==> config.mk <==
export PLATFORM = sky130hd
export DESIGN_NAME = analog_axis_conditioner
export DESIGN_NICKNAME = d
export VERILOG_FILES = /design/src/hdl/aac_pkg.sv /design/src/hdl/analog_axis_conditioner.sv /design/src/hdl/aac_divider.sv /design/src/hdl/aac_tracker.sv
export SDC_FILE = /design/constraint.sdc
export NUM_CORES = 2
export LEC_CHECK = 0
export BUFFER_PORTS_ARGS = -buffer_cell sky130_fd_sc_hd__buf_4
export CAP_MARGIN = 5
export CORE_ASPECT_RATIO = 0.6
export CORE_UTILIZATION = 45
export CTS_BUF_LIST = sky130_fd_sc_hd__clkbuf_8
export CTS_CLUSTER_DIAMETER = 120
export CTS_CLUSTER_SIZE = 24
export DETAILED_ROUTE_END_ITERATION = 8
export GPL_ROUTABILITY_DRIVEN = 0
export SYNTH_ARGS = -nofsm -noshare
export SYNTH_HDL_FRONTEND = slang
export SYNTH_HIERARCHICAL = 1
export SYNTH_SLANG_ARGS = --single-unit
==> constraint.sdc <==
create_clock -name clk -period 15 [get_ports clk]
set_input_delay 3 -clock clk [delete_from_list [all_inputs] [get_ports clk]]
set_output_delay 3 -clock clk [all_outputs]
set_load 0.005 [all_outputs]
==> src/hdl/aac_pkg.sv <==
// aac_pkg: shared types and constants of the analog axis conditioner
// used by aac_divider, aac_tracker and analog_axis_conditioner
package aac_pkg;

  localparam int DEF_FULL_SCALE_MV = 3600;
  localparam int DEF_RESOLUTION    = 12;

  localparam int CFG_IDX_W  = 3;
  localparam int CFG_DATA_W = 16;
  localparam int SAMPLE_W   = 16;
  localparam int VALUE_W    = 16;
  localparam int REPORT_W   = 18;
  localparam int PROD_W     = 32;
  localparam int DIV_CNT_W  = $clog2(PROD_W);

  typedef enum logic [CFG_IDX_W-1:0] {
    REG_CENTER    = 3'd0,
    REG_DEADZONE  = 3'd1,
    REG_LIMIT     = 3'd2,
    REG_MODE      = 3'd3,
    REG_SCALE_MUL = 3'd4,
    REG_SCALE_DIV = 3'd5,
    REG_THRESHOLD = 3'd6,
    REG_SETTLE    = 3'd7
  } cfg_reg_t;

  typedef enum logic [3:0] {
    S_IDLE,
    S_CONV,
    S_CENTER,
    S_DEAD,
    S_LIMIT,
    S_INV,
    S_SCALE,
    S_DSTART,
    S_DIV,
    S_FIX,
    S_TRACK,
    S_REPORT
  } seq_state_t;

  // sequencer strobes to the tracker
  typedef struct packed {
    logic update;
    logic decide;
  } trk_ctrl_t;

  // report decision for the current sample
  typedef struct packed {
    logic                       report;
    logic signed [REPORT_W-1:0] value;
    logic                       idle;
  } trk_result_t;

endpackage

==> src/hdl/analog_axis_conditioner.sv <==
// analog_axis_conditioner: top level, sequencer, shared multiplier and config registers
// instantiates aac_divider and aac_tracker; depends on aac_pkg
//
// one analog channel: each request on s_axis carries one adc sample in
// s_axis_tdata[15:0] (signed). the sample is converted to millivolts,
// centered, deadzoned, clamped, optionally inverted and scaled, then tracked
// in change-only, accumulate or settle mode. every sample gives exactly one
// request on m_axis: report value in tdata, report flag and idle flag in tuser.
// configuration registers are written over cfg_valid/cfg_index/cfg_data,
// always accepted; write them only while no sample is in flight.
// one sample at a time: s_axis_tready is high only while the sequencer is idle.
// the path from input request to output valid is dominated by the 32-step
// restoring divider; a new sample is taken only once the sequencer is back in idle.
// one multiplier is shared by the millivolt conversion and
// the scale step. the result sits in an output register, so the next sample
// is already accepted and processed while a stalled result waits; only the
// final report step waits for the output register to drain.
// reset clears the sequencer, tracking state and output valid and restores
// register defaults (scale 1/1, everything else zero).
module analog_axis_conditioner
  import aac_pkg::*;
#(
  parameter int FULL_SCALE_MV = DEF_FULL_SCALE_MV,
  parameter int RESOLUTION    = DEF_RESOLUTION
) (
  input  logic                  clk,
  input  logic                  rst,
  input  logic                  s_axis_tvalid,
  output logic                  s_axis_tready,
  input  logic [15:0]           s_axis_tdata,   // [15:0] raw_sample
  output logic                  m_axis_tvalid,
  input  logic                  m_axis_tready,
  output logic [23:0]           m_axis_tdata,   // [17:0] report_value, [23:18] zero
  output logic [1:0]            m_axis_tuser,   // [0] report_valid, [1] channel_idle
  input  logic                  cfg_valid,
  output logic                  cfg_ready,
  input  logic [CFG_IDX_W-1:0]  cfg_index,
  input  logic [CFG_DATA_W-1:0] cfg_data
);

  localparam logic [VALUE_W-1:0] FS_MV = VALUE_W'(FULL_SCALE_MV);

  // configuration registers
  logic [14:0]        center_mv;
  logic [14:0]        deadzone_mv;
  logic [15:0]        limit_mv;
  logic [1:0]         mode_bits;
  logic [15:0]        scale_mul;
  logic [15:0]        scale_div;
  logic [15:0]        change_threshold;
  logic [15:0]        settle_count;

  seq_state_t         state, state_next;
  trk_ctrl_t          trk_ctrl;
  trk_result_t        trk_res;

  logic [14:0]               raw_floor;
  logic signed [VALUE_W-1:0] vreg;
  logic                      neg;
  logic [VALUE_W-1:0]        mul_a, mul_b;
  logic [PROD_W-1:0]         mul_q;
  logic                      div_start, div_done;
  logic [VALUE_W-1:0]        div_q;
  logic [VALUE_W-1:0]        divisor;

  logic                       out_free;
  logic                       out_report;
  logic signed [REPORT_W-1:0] out_value;
  logic                       out_idle;

  logic signed [VALUE_W:0]   v_ext, dz_ext, lim_ext;
  logic signed [VALUE_W:0]   dz_sub, dz_add;
  logic signed [VALUE_W-1:0] dz_res, lim_res;
  logic [VALUE_W-1:0]        vmag;

  assign cfg_ready     = 1'b1;
  assign s_axis_tready = (state == S_IDLE);
  assign out_free      = !m_axis_tvalid || m_axis_tready;
  assign divisor       = (scale_div == '0) ? VALUE_W'(1) : scale_div;

  always_ff @(posedge clk) begin
    if (rst) begin
      center_mv        <= '0;
      deadzone_mv      <= '0;
      limit_mv         <= '0;
      mode_bits        <= '0;
      scale_mul        <= 16'd1;
      scale_div        <= 16'd1;
      change_threshold <= '0;
      settle_count     <= '0;
    end else if (cfg_valid && cfg_ready) begin
      case (cfg_reg_t'(cfg_index))
        REG_CENTER:    center_mv        <= cfg_data[14:0];
        REG_DEADZONE:  deadzone_mv      <= cfg_data[14:0];
        REG_LIMIT:     limit_mv         <= cfg_data;
        REG_MODE:      mode_bits        <= cfg_data[1:0];
        REG_SCALE_MUL: scale_mul        <= cfg_data;
        REG_SCALE_DIV: scale_div        <= cfg_data;
        REG_THRESHOLD: change_threshold <= cfg_data;
        REG_SETTLE:    settle_count     <= cfg_data;
        default: ;
      endcase
    end
  end

  // sequencer
  always_ff @(posedge clk) begin
    if (rst) begin
      state <= S_IDLE;
    end else begin
      state <= state_next;
    end
  end

  always_comb begin
    state_next = state;
    case (state)
      S_IDLE:   if (s_axis_tvalid) state_next = S_CONV;
      S_CONV:   state_next = S_CENTER;
      S_CENTER: state_next = S_DEAD;
      S_DEAD:   state_next = S_LIMIT;
      S_LIMIT:  state_next = S_INV;
      S_INV:    state_next = S_SCALE;
      S_SCALE:  state_next = S_DSTART;
      S_DSTART: state_next = S_DIV;
      S_DIV:    if (div_done) state_next = S_FIX;
      S_FIX:    state_next = S_TRACK;
      S_TRACK:  state_next = S_REPORT;
      S_REPORT: if (out_free) state_next = S_IDLE;
      default:  state_next = S_IDLE;
    endcase
  end

  always_comb begin
    div_start       = 1'b0;
    trk_ctrl.update = 1'b0;
    trk_ctrl.decide = 1'b0;
    mul_a           = {1'b0, raw_floor};
    mul_b           = FS_MV;
    case (state)
      S_SCALE: begin
        mul_a = vmag;
        mul_b = scale_mul;
      end
      S_DSTART: div_start = 1'b1;
      S_TRACK:  trk_ctrl.update = 1'b1;
      S_REPORT: trk_ctrl.decide = out_free;
      default: ;
    endcase
  end

  // conditioning datapath
  assign v_ext   = (VALUE_W+1)'(vreg);
  assign dz_ext  = {2'b00, deadzone_mv};
  assign lim_ext = {1'b0, limit_mv};
  assign dz_sub  = v_ext - dz_ext;
  assign dz_add  = v_ext + dz_ext;
  assign vmag    = vreg[VALUE_W-1] ? VALUE_W'(-vreg) : VALUE_W'(vreg);

  always_comb begin
    dz_res = vreg;
    if (deadzone_mv != '0) begin
      if (v_ext > 0) begin
        dz_res = dz_sub[VALUE_W] ? '0 : dz_sub[VALUE_W-1:0];
      end else if (v_ext < 0) begin
        dz_res = (dz_add > 0) ? '0 : dz_add[VALUE_W-1:0];
      end
    end
  end

  always_comb begin
    lim_res = vreg;
    if (limit_mv != '0) begin
      if (v_ext > lim_ext) begin
        lim_res = lim_ext[VALUE_W-1:0];
      end else if (v_ext < -lim_ext) begin
        lim_res = VALUE_W'(-lim_ext);
      end
    end
  end

  // shared multiplier, registered
  always_ff @(posedge clk) begin
    if (state == S_CONV || state == S_SCALE) begin
      mul_q <= PROD_W'(mul_a) * PROD_W'(mul_b);
    end
  end

  always_ff @(posedge clk) begin
    case (state)
      S_IDLE:   raw_floor <= s_axis_tdata[15] ? '0 : s_axis_tdata[14:0];
      S_CENTER: vreg <= mul_q[RESOLUTION +: VALUE_W] - {1'b0, center_mv};
      S_DEAD:   vreg <= dz_res;
      S_LIMIT:  vreg <= lim_res;
      S_INV:    if (mode_bits[1]) vreg <= -vreg;
      S_SCALE:  neg <= vreg[VALUE_W-1];
      S_FIX:    vreg <= neg ? VALUE_W'(-div_q) : div_q;
      default: ;
    endcase
  end

  aac_divider u_divider (
    .clk      (clk),
    .rst      (rst),
    .start    (div_start),
    .dividend (mul_q),
    .divisor  (divisor),
    .done     (div_done),
    .quotient (div_q)
  );

  aac_tracker u_tracker (
    .clk          (clk),
    .rst          (rst),
    .ctrl         (trk_ctrl),
    .value        (vreg),
    .change_only  (mode_bits[0]),
    .threshold    (change_threshold),
    .settle_count (settle_count),
    .result       (trk_res)
  );

  // output register
  always_ff @(posedge clk) begin
    if (rst) begin
      m_axis_tvalid <= 1'b0;
    end else if (trk_ctrl.decide) begin
      m_axis_tvalid <= 1'b1;
    end else if (m_axis_tready) begin
      m_axis_tvalid <= 1'b0;
    end
  end

  always_ff @(posedge clk) begin
    if (trk_ctrl.decide) begin
      out_report <= trk_res.report;
      out_value  <= trk_res.value;
      out_idle   <= trk_res.idle;
    end
  end

  assign m_axis_tdata = {6'b000000, out_value};
  assign m_axis_tuser = {out_idle, out_report};

  a_busy_after_accept: assert property (@(posedge clk) disable iff (rst)
    (s_axis_tvalid && s_axis_tready) |=> !s_axis_tready)
    else $error("sequencer still ready after taking a sample");

  a_result_from_report: assert property (@(posedge clk) disable iff (rst)
    $rose(m_axis_tvalid) |-> $past(state == S_REPORT))
    else $error("output valid raised outside the report step");

  a_no_report_zero: assert property (@(posedge clk) disable iff (rst)
    (m_axis_tvalid && !m_axis_tuser[0]) |-> (m_axis_tdata[17:0] == '0))
    else $error("nonzero value without a report");

  a_div_done_in_div: assert property (@(posedge clk) disable iff (rst)
    div_done |-> (state == S_DIV))
    else $error("divider finished outside the divide step");

endmodule

==> src/hdl/aac_divider.sv <==
// aac_divider: restoring divider, one quotient bit per cycle
// unsigned 32-bit dividend by 16-bit divisor; depends on aac_pkg
module aac_divider
  import aac_pkg::*;
(
  input  logic                clk,
  input  logic                rst,
  input  logic                start,
  input  logic [PROD_W-1:0]   dividend,
  input  logic [VALUE_W-1:0]  divisor,
  output logic                done,
  output logic [VALUE_W-1:0]  quotient
);

  logic                 busy;
  logic [DIV_CNT_W-1:0] cnt;
  logic [PROD_W-1:0]    work;
  logic [VALUE_W-1:0]   rem;
  logic [VALUE_W-1:0]   dsr;
  logic [VALUE_W:0]     rem_sh;
  logic [VALUE_W+1:0]   diff;

  // shift in the next dividend bit and try a subtract
  assign rem_sh = {rem, work[PROD_W-1]};
  assign diff   = {1'b0, rem_sh} - {2'b00, dsr};

  always_ff @(posedge clk) begin
    if (rst) begin
      busy <= 1'b0;
      done <= 1'b0;
      cnt  <= '0;
    end else begin
      done <= 1'b0;
      if (start) begin
        busy <= 1'b1;
        cnt  <= '0;
      end else if (busy) begin
        cnt <= cnt + 1'b1;
        if (cnt == DIV_CNT_W'(PROD_W - 1)) begin
          busy <= 1'b0;
          done <= 1'b1;
        end
      end
    end
  end

  always_ff @(posedge clk) begin
    if (start) begin
      work <= dividend;
      rem  <= '0;
      dsr  <= divisor;
    end else if (busy) begin
      if (!diff[VALUE_W+1]) begin
        rem  <= diff[VALUE_W-1:0];
        work <= {work[PROD_W-2:0], 1'b1};
      end else begin
        rem  <= rem_sh[VALUE_W-1:0];
        work <= {work[PROD_W-2:0], 1'b0};
      end
    end
  end

  assign quotient = work[VALUE_W-1:0];

endmodule

==> src/hdl/aac_tracker.sv <==
// aac_tracker: change-only, accumulate and settle tracking plus report decision
// holds pending value, last report, anchor, quiet run and idle flag; depends on aac_pkg
module aac_tracker
  import aac_pkg::*;
(
  input  logic                       clk,
  input  logic                       rst,
  input  trk_ctrl_t                  ctrl,
  input  logic signed [VALUE_W-1:0]  value,
  input  logic                       change_only,
  input  logic [VALUE_W-1:0]         threshold,
  input  logic [VALUE_W-1:0]         settle_count,
  output trk_result_t                result
);

  logic signed [REPORT_W-1:0] pending, pending_next;
  logic signed [VALUE_W-1:0]  last_reported;
  logic signed [VALUE_W-1:0]  anchor, anchor_next;
  logic [VALUE_W-1:0]         quiet_run, quiet_run_next;
  logic                       idle_flag, idle_next;

  logic                       settle_cfg;
  logic signed [VALUE_W:0]    anchor_diff;
  logic [VALUE_W:0]           anchor_mag;
  logic [VALUE_W-1:0]         quiet_inc;
  logic signed [REPORT_W-1:0] value_ext;
  logic signed [REPORT_W-1:0] last_ext;
  logic signed [REPORT_W:0]   report_diff;
  logic [REPORT_W:0]          report_mag;
  logic                       report;

  assign settle_cfg = (threshold != '0) && (settle_count != '0);
  assign value_ext  = REPORT_W'(value);
  assign last_ext   = REPORT_W'(last_reported);

  // update step
  assign anchor_diff = (VALUE_W+1)'(value) - (VALUE_W+1)'(anchor);
  assign anchor_mag  = anchor_diff[VALUE_W] ? (VALUE_W+1)'(-anchor_diff)
                                            : (VALUE_W+1)'(anchor_diff);
  assign quiet_inc   = quiet_run + 1'b1;

  always_comb begin
    anchor_next    = anchor;
    quiet_run_next = quiet_run;
    idle_next      = idle_flag;
    if (change_only) begin
      if (settle_cfg) begin
        if (anchor_mag >= {1'b0, threshold}) begin
          anchor_next    = value;
          quiet_run_next = '0;
          idle_next      = 1'b0;
        end else if (!idle_flag) begin
          quiet_run_next = quiet_inc;
          idle_next      = (quiet_inc >= settle_count);
        end
        pending_next = idle_next ? last_ext : value_ext;
      end else begin
        pending_next = value_ext;
      end
    end else begin
      // accumulator wraps at 18 bits
      pending_next = pending + value_ext;
    end
  end

  // decision step
  assign report_diff = (REPORT_W+1)'(pending) - (REPORT_W+1)'(last_ext);
  assign report_mag  = report_diff[REPORT_W] ? (REPORT_W+1)'(-report_diff)
                                             : (REPORT_W+1)'(report_diff);

  always_comb begin
    if (threshold != '0 && !settle_cfg) begin
      report = report_mag >= (REPORT_W+1)'(threshold);
    end else begin
      report = pending != last_ext;
    end
  end

  always_ff @(posedge clk) begin
    if (rst) begin
      pending       <= '0;
      last_reported <= '0;
      anchor        <= '0;
      quiet_run     <= '0;
      idle_flag     <= 1'b0;
    end else if (ctrl.update) begin
      pending   <= pending_next;
      anchor    <= anchor_next;
      quiet_run <= quiet_run_next;
      idle_flag <= idle_next;
    end else if (ctrl.decide && report) begin
      pending <= '0;
      if (change_only) begin
        last_reported <= pending[VALUE_W-1:0];
      end
    end
  end

  assign result.report = report;
  assign result.value  = report ? pending : '0;
  assign result.idle   = idle_flag;

endmodule

==> impl_metrics.ini <==
[global_route]
antenna_found_initial = 8
grt_pass1_vias = 24789
met3_usage_pct = 12.0
gr-total-overflow = 0
grtUsageMet1_pct = 46.4
busiest_layer = met1
grtUsageMet2_pct = 33.5
track_usage_pct = 28.4
grt_pass1_wl_um = 160000
grt_max_degree = 93

[layout]
final_cells = 4759
nNetsFinal = 4317
most-common-layout-cells = nand2_1, inv_1, ha_1
drive_gt1_share_pct = 5.98
final_core_util_pct = 47.5
area_growth_pct = 4.00
final_common_cell = nand2_1

[floorplan]
core_sq_mm = 0.0720
ios = 69
die_h_um = 211
core.rowCount = 76
start_util_pct = 45.7
dieArea_sq_mm = 0.0742
fp.dieW_um = 351

[cts]
htreeDepth = 1
clock_path_buffers = 3
clock_sinks = 339
holdBufCountCts = 0
cts.clk_slew.worst_paths_ns = 0.18
cts_inserted_buffers = 18
postCtsSetupBuffers = 0
worstSkewPairLatency_ns = 0.67
cts_tree = yes
clockRootBuffer = clkbuf_8
ctsResizeCount = 0

[critical_path]
crit_top_cell = fa_1
rr_worst_depth = 29
reg2reg_from = vreg[1]$_DFFE_PP_
cpPeakStageDelay_ns = 0.74
worst_r2r_endpoint = mul_q[31]$_DFFE_PP_
rrSetupSlack_ns = 5.73
required_ns = 15.41
crit_fanout = 16
start_kind = register
arrival_ns = 9.67
critical-path-slowest-cell = edfxtp_1
critPathKind = register to register
endpoint_kind = register

[synth]
synth-seq-cells = 339
synth_cell_types = 111
ys_seq_area_share_pct = 24.7
ys_top_cells_by_area = dfxtp_1, fa_1, edfxtp_1
synth_flop_cell = dfxtp_1
synth_cells = 3856
yosys.area.top_type = dfxtp_1
synthArstFlopShare_pct = 0
synth_top_area_share_pct = 12.6
yosysWarningCount = 6
syn_avg_cell_area_sq_um = 8.52
synth_edf_count = 132
syn_area_sq_mm = 0.0329

[sta]
maxSlewViolCount = 0
min_period_ns = 9.27
fin_setup_tns_ns = 0
worst_slack_ns = 5.73
rsz0062_at_grt = false
fin_skew_ns = 0.0598
fin_crit_sh_pct = 61.8
hold_viol_final = 0
tightest_slew_ns = 1.22
hold_ws_ns = 0.473
setup_violations = 0
fmax_mhz = 108
slew_headroom_pct = 18.6

[pwr]
leakagePower_uw = 0.0141
powerDensity_mw_per_mm2 = 80.0
peakVddDrop_mv = 0.0592

[min_path]
min_to = limit_mv[14]$_SDFFE_PP0P_
hp-class = register to register
whs_path_depth = 2
holdCritStartpoint = limit_mv[14]$_SDFFE_PP0P_

[status]
status = finished clean

[detailed_routing]
routedWlPerCell_um = 22.5
drc = 0
drt-pass1-iter-count = 7
vias = 27897
drt-total-wl_um = 107000
drt-initial-drc-count = 3152
vias_per_cell = 5.86
ant_nets = 0

[place]
portBuffers = 61
place_hpwl_um = 84100
numPlacedInstances = 4725
dp_slack_ns = 5.87

[flow_run]
cap_viol_max_count = 0
## area by class of cell
class,instances,area (sq um)
Timing Repair Buffer,98,739
Multi-Input combinational cell,2919,22300
Inverter,394,1480
Fill cell,7033,37800
Sequential cell,339,8110
Clock buffer,18,248
Tap cell,975,1220
Antenna cell,2,5.00
Clock inverter,14,87.6
## metal layers
metal	part of all wire (%)	up-vias
met5	0.15	-
li1	-	13101
met3	15	109
met2	34	1441
met1	50	13238
met4	1.2	8
## power breakdown
group | total [uW] | internal [uW] | leakage [uW] | switching [uW]
combinational | 1220 | 469 | 0.0110 | 756
clock | 454 | 128 | 0.000215 | 326
sequential | 1050 | 1020 | 0.00290 | 37.9
## per-stage QoR
| step | area (sq um) | power, uW |
|---|---|---|
| after floorplan | 32900 | 1900 |
| after global placement | 33800 | 2250 |
| after detailed placement | 33800 | 2260 |
| after CTS | 34200 | 2710 |
| after global routing | 34200 | 2900 |
| final | 34200 | 2730 |
## sequential cells by signal, indices dropped and copies added, names as in the netlist, 18 cells and up
| name | cells |
|---|---|
| u_tracker/pending | 18 |
| u_divider/work | 32 |
| out_value | 18 |
| mul_q | 32 |
## worst max-delay path by stage
stage	start	to	slack, ns	cells after the start
after global placement	vreg[1]$_DFFE_PP_	mul_q[31]$_DFFE_PP_	5.98	29
after detailed placement	vreg[1]$_DFFE_PP_	mul_q[31]$_DFFE_PP_	5.87	29
after floorplan	vreg[0]$_DFFE_PP_	mul_q[30]$_DFFE_PP_	6.81	31
after global routing	vreg[1]$_DFFE_PP_	mul_q[31]$_DFFE_PP_	5.31	29
after CTS	vreg[1]$_DFFE_PP_	mul_q[31]$_DFFE_PP_	5.82	29
final	vreg[1]$_DFFE_PP_	mul_q[31]$_DFFE_PP_	5.73	29
## cells in the mapped netlist, drive strengths merged (70+ instances only)
library cell	count
a21oi	308
and2	78
buf	76
clkbuf	133
dfxtp	207
edfxtp	132
fa	201
ha	306
inv	393
nand2	455
nand3	70
nor2	276
o21ai	172
xnor2	134
## logic make-up (layout without fill, tap and decap cells)
| family | count (synthesis) | count (layout) | share of synthesized area, % |
|---|---|---|---|
| compound gates | 861 | 861 | 17.2 |
| xor+xnor | 202 | 202 | 5.41 |
| fa+ha+maj | 507 | 507 | 23.9 |
| buf+inv | 603 | 524 | 7.68 |
| flops | 339 | 339 | 24.7 |
| mux | 88 | 88 | 2.80 |
| other cells | 2 | 9 | 0.0228 |
| simple gates | 1254 | 1254 | 18.3 |
## critical path, delay by kind of cell (launching register included)
family,cells,cell delay (ns)
compound gates,5,1.21
xor+xnor,2,0.20
fa+ha+maj,8,3.63
buf+inv,4,0.32
flops,1,0.74
simple gates,10,2.90
No activity file was read; power rests on OpenSTA's default activity.
